--- config.mk ---
export PLATFORM = sky130hd
export DESIGN_NAME = mpq_cell
export DESIGN_NICKNAME = d
export VERILOG_FILES = /design/src/mpq_pkg.sv /design/src/mpq_cell.sv
export SDC_FILE = /design/constraint.sdc
export NUM_CORES = 1
export LEC_CHECK = 0
export ABC_AREA = 0
export BUFFER_PORTS_ARGS = -buffer_cell sky130_fd_sc_hd__clkbuf_2
export CELL_PAD_IN_SITES_DETAIL_PLACEMENT = 0
export CELL_PAD_IN_SITES_GLOBAL_PLACEMENT = 1
export CORE_AREA = 2 2 88 90
export CTS_BUF_LIST = sky130_fd_sc_hd__clkbuf_16
export CTS_CLUSTER_DIAMETER = 30
export DETAILED_ROUTE_END_ITERATION = 7
export DIE_AREA = 0 0 90 92
export PLACE_DENSITY_LB_ADDON = 0.1
export SETUP_SLACK_MARGIN = 0.3
export SLEW_MARGIN = 20
export SYNTH_ARGS = -nofsm -noshare
export SYNTH_HDL_FRONTEND = slang
export SYNTH_SLANG_ARGS = --single-unit
--- constraint.sdc ---
create_clock -name i_clk -period 8.08 [get_ports i_clk]
set_clock_uncertainty 0.05 [all_clocks]
set_input_delay 2.02 -clock i_clk [delete_from_list [all_inputs] [get_ports i_clk]]
set_output_delay 2.02 -clock i_clk [all_outputs]
set_load 0.01 [all_outputs]
--- src/mpq_pkg.sv ---
// ----------------------------------------------------------------------------
// mpq_pkg
// Types and codes of the max priority queue.
// ----------------------------------------------------------------------------
package mpq_pkg;

    localparam int KEY_W = 32;

    // Command codes
    localparam logic CMD_INSERT  = 1'b0;
    localparam logic CMD_EXTRACT = 1'b1;

    // Result status codes
    localparam logic [1:0] ST_INSERTED  = 2'd0;
    localparam logic [1:0] ST_DROPPED   = 2'd1;
    localparam logic [1:0] ST_EXTRACTED = 2'd2;
    localparam logic [1:0] ST_EMPTY     = 2'd3;

    // Input beat
    typedef struct packed {
        logic                    command;
        logic signed [KEY_W-1:0] key;
    } t_mpq_in;

    // Result beat
    typedef struct packed {
        logic [1:0]              status;
        logic signed [KEY_W-1:0] max_key;
    } t_mpq_out;

    // Operation broadcast to every cell
    typedef struct packed {
        logic                    ins;
        logic                    ext;
        logic signed [KEY_W-1:0] key;
    } t_cell_ctl;

endpackage

--- src/mpq_cell.sv ---
// ----------------------------------------------------------------------------
// mpq_cell
// One slot of the sorted key row: keeps, takes the new key or shifts.
// ----------------------------------------------------------------------------
module mpq_cell (
    input  logic                            i_clk,
    input  mpq_pkg::t_cell_ctl              i_ctl,
    input  logic                            i_occupied,
    input  logic                            i_left_ge,
    input  logic signed [mpq_pkg::KEY_W-1:0] i_left_key,
    input  logic signed [mpq_pkg::KEY_W-1:0] i_right_key,
    output logic signed [mpq_pkg::KEY_W-1:0] o_key,
    output logic                            o_ge
);
    import mpq_pkg::*;

    logic signed [KEY_W-1:0] r_key;
    logic signed [KEY_W-1:0] n_key;

    // Occupied and at least as large as the key being inserted
    assign o_ge  = i_occupied && (r_key >= i_ctl.key);
    assign o_key = r_key;

    // Insert: the first slot below the new key takes it, later slots shift
    // right. Extract: everything shifts left by one.
    always_comb begin
        n_key = r_key;
        priority if (i_ctl.ins) begin
            priority if (o_ge) begin
                n_key = r_key;
            end else if (i_left_ge) begin
                n_key = i_ctl.key;
            end else begin
                n_key = i_left_key;
            end
        end else if (i_ctl.ext) begin
            n_key = i_right_key;
        end else begin
            n_key = r_key;
        end
    end

    always_ff @(posedge i_clk) begin
        r_key <= n_key;
    end

endmodule

==> flow_metrics.env <==
export IMPL_combPwrFrac_pct=27.6
export IMPL_setup_viol=0
export IMPL_synth_top_area_share_pct=38.79
export IMPL_n_fill_cell=781
export IMPL_drt_iter0_drc=55
export IMPL_fin_crit_sh_pct=72.21
export IMPL_n_antenna_cell=0
export IMPL_ys_warn_count=0
export IMPL_route_detailed_drc=0
export IMPL_worstRegToRegCells=7
export IMPL_drive_above_1_share_pct=37.63
export IMPL_finalCriticalPeriod_ns=5.835
export IMPL_cts_path_max_buffers=2
export IMPL_vias_per_cell=4.596
export IMPL_ir_drop_v=0.00006812
export IMPL_fmax_mhz=171.4
export IMPL_ys_ff_latch=32
export IMPL_synth_top_area_cell="edfxtp_1"
export IMPL_ant_nets=0
export IMPL_yosysUniqueCellTypes=33
export IMPL_htree_levels=2
export IMPL_drt_pass1_iterations=4
export IMPL_cts_resized=0
export IMPL_vias=2252
export IMPL_cts_sinks=32
export IMPL_multi_input_area_um2=1353
export IMPL_tightest_slew_ns=1.028
export IMPL_synthToLayoutAreaGrowth_pct=36.06
export IMPL_placed_cells=482
export IMPL_p_sw_uw=152.7
export IMPL_rsz0062_at_grt="no"
export IMPL_final_util_pct=45.26
export IMPL_post_drt_wl_per_cell_um=12.59
export IMPL_grt_pass1_wl_um=9846
export IMPL_cts_made_buffers=5
export IMPL_die_area_um2=8280
export IMPL_status="complete, no violations"
export IMPL_fp_row_count=32
export IMPL_tritoncts="yes"
export IMPL_grt_pass1_vias=2128
export IMPL_antenna_found_initial=0
export IMPL_num_nets_final=520
export IMPL_dpl_instance_area_um2=3234
export IMPL_totalWireLength_um=6171
export IMPL_path_max_fanout=3
export IMPL_gr_total_overflow=0
export IMPL_regArea_um2=960.9
export IMPL_cts_setup_buffers=0
export IMPL_crit_required_ns=6.01
export IMPL_hp_class="reg2reg"
export IMPL_ys_seq_area_share_pct=38.79
export IMPL_place_hpwl_um=4818
export IMPL_p_per_area_nw_per_um2=160.2
export IMPL_startpoint_type="input port"
export IMPL_max_slew_margin_rel_pct=31.44
export IMPL_synth_area_leaders="edfxtp_1 39%, ha_1 16%, mux2i_1 13%, a21oi_1 8.9%, nor2_1 5.0%"
export IMPL_timing_final_max_slew_violations=0
export IMPL_track_usage_pct=14.91
export IMPL_synth_edff_count=32
export IMPL_clk_pin_slew_worst_paths_ns=0.05
export IMPL_ys_async_sr_fraction_pct=0
export IMPL_finalNonFillerCells=490
export IMPL_switching_share_pct=28.28
export IMPL_p_leak_nw=1.765
export IMPL_end_kind="output pin"
export IMPL_grtUsageMet3_pct=3.862
export IMPL_seqPwrFrac_pct=40.2
export IMPL_crit_type="in2out"
export IMPL_worstSkewPairLatency_ns=0.27
export IMPL_holdPathStages=3
export IMPL_die_width_um=90
export IMPL_synthCells=257
export IMPL_clock_power_share_pct=32.2
export IMPL_layout_commonest_cell="clkbuf_2"
export IMPL_grtUsageMet1_pct=19.46
export IMPL_port_buffers=133
export IMPL_final_cell_mix="132 x clkbuf_2, 44 x a21oi_1, 34 x inv_1"
export IMPL_grtUsageMet2_pct=24.69
export IMPL_largest_register_ffs=32
export IMPL_syn_area_per_cell_um2=9.640
export IMPL_synth_nets=390
export IMPL_grt_start_max_net_pins=67
export IMPL_setup_tns_final_ns=0
export IMPL_clockRootBuffer="clkbuf_16"
export IMPL_rrSetupSlack_ns=5.13
export IMPL_maxCapViolCount=0
export IMPL_ys_flop_type="edfxtp_1"
export IMPL_final_cell_area_um2=3371
export IMPL_io_pins=134
export IMPL_finalHoldViolCount=0
export IMPL_ctsHoldBuffers=0
export IMPL_p_int_uw=387.3
export IMPL_cp_data_arrival_time_ns=3.76
export IMPL_busiest_layer="met2"
export IMPL_coreArea_um2=7447
export IMPL_initial_core_util_pct=33.27
export IMPL_place_congestion=0.7407
export IMPL_die_h_um=92
export IMPL_finalPower_uw=540.0
export IMPL_syn_cell_area_um2=2477
## critical path: stages
cell,delay (ns)
clkbuf_2,0.09
inv_1,0.04
ha_1,0.32
and4_4,0.22
a211oi_2,0.21
o21ai_1,0.09
o31ai_1,0.30
nor2_1,0.10
nor3b_1,0.21
clkbuf_2,0.18
## cells in the mapped netlist, drive strengths merged, types with 2 or more instances
library cell	number
a21oi	44
buf	4
mux2i	32
nand2	8
a21o	2
nor3b	2
nand3	2
edfxtp	32
nor2b	2
and4	3
nand4	4
nor2	33
clkbuf	7
a211oi	3
inv	32
ha	32
o31ai	2
o21ai	4
## final timing paths
path              startpoint   endpoint
hold reg to reg    o_key[31]  o_key[28]
setup / recovery   i_ctl[14]       o_ge
hold / removal     o_key[31]  o_key[28]
setup reg to reg   o_key[14]  o_key[15]
## cell families (layout without fill, tap and decap cells)
family                     Yosys count  count (layout)  share of synthesized area (%)
muxes                               32              32                          12.93
adders and majority gates           32              32                          16.16
and+or+nand+nor                     59              59                          11.67
DFF                                 32              32                          38.79
buffers and inverters               43             174                          6.667
AOI/OAI and AO/OA                   59              59                          13.79
## per-stage QoR
stage / setup WS, ns / hold slack, ns
finish: 2.245 / 1.499
global route: 2.070 / 1.598
CTS: 2.249 / 1.516
detailed placement: 2.284 / 1.497
global placement: 2.298 / 1.513
floorplan: 2.537 / 1.550
## routing by layer
metal | wire length [µm] | up-vias | part of all wire (%)
met1 | 2923 | 981 | 47
met4 | 37 | 0 | 0.60
met5 | 0 | - | 0
met3 | 394 | 2 | 6.4
met2 | 2816 | 79 | 46
li1 | - | 1190 | -
## cell type report
type,instances,share of cell area [%]
Sequential cell,32,28.51
Clock buffer,5,3.712
Multi-Input combinational cell,182,40.13
Timing Repair Buffer,134,19.97
Clock inverter,3,0.3341
Inverter,32,3.563
Tap cell,102,3.786
## power by group through the flow
stage / sequential, mW / clock, mW / combinational, mW
final: 0.217 / 0.174 / 0.149
after global routing: 0.220 / 0.188 / 0.170
after CTS: 0.217 / 0.180 / 0.152
after detailed placement: 0.221 / 0 / 0.151
after global placement: 0.220 / 0 / 0.151
after floorplan: 0.228 / 0 / 0.0782
(Power assumes the default switching activity.)
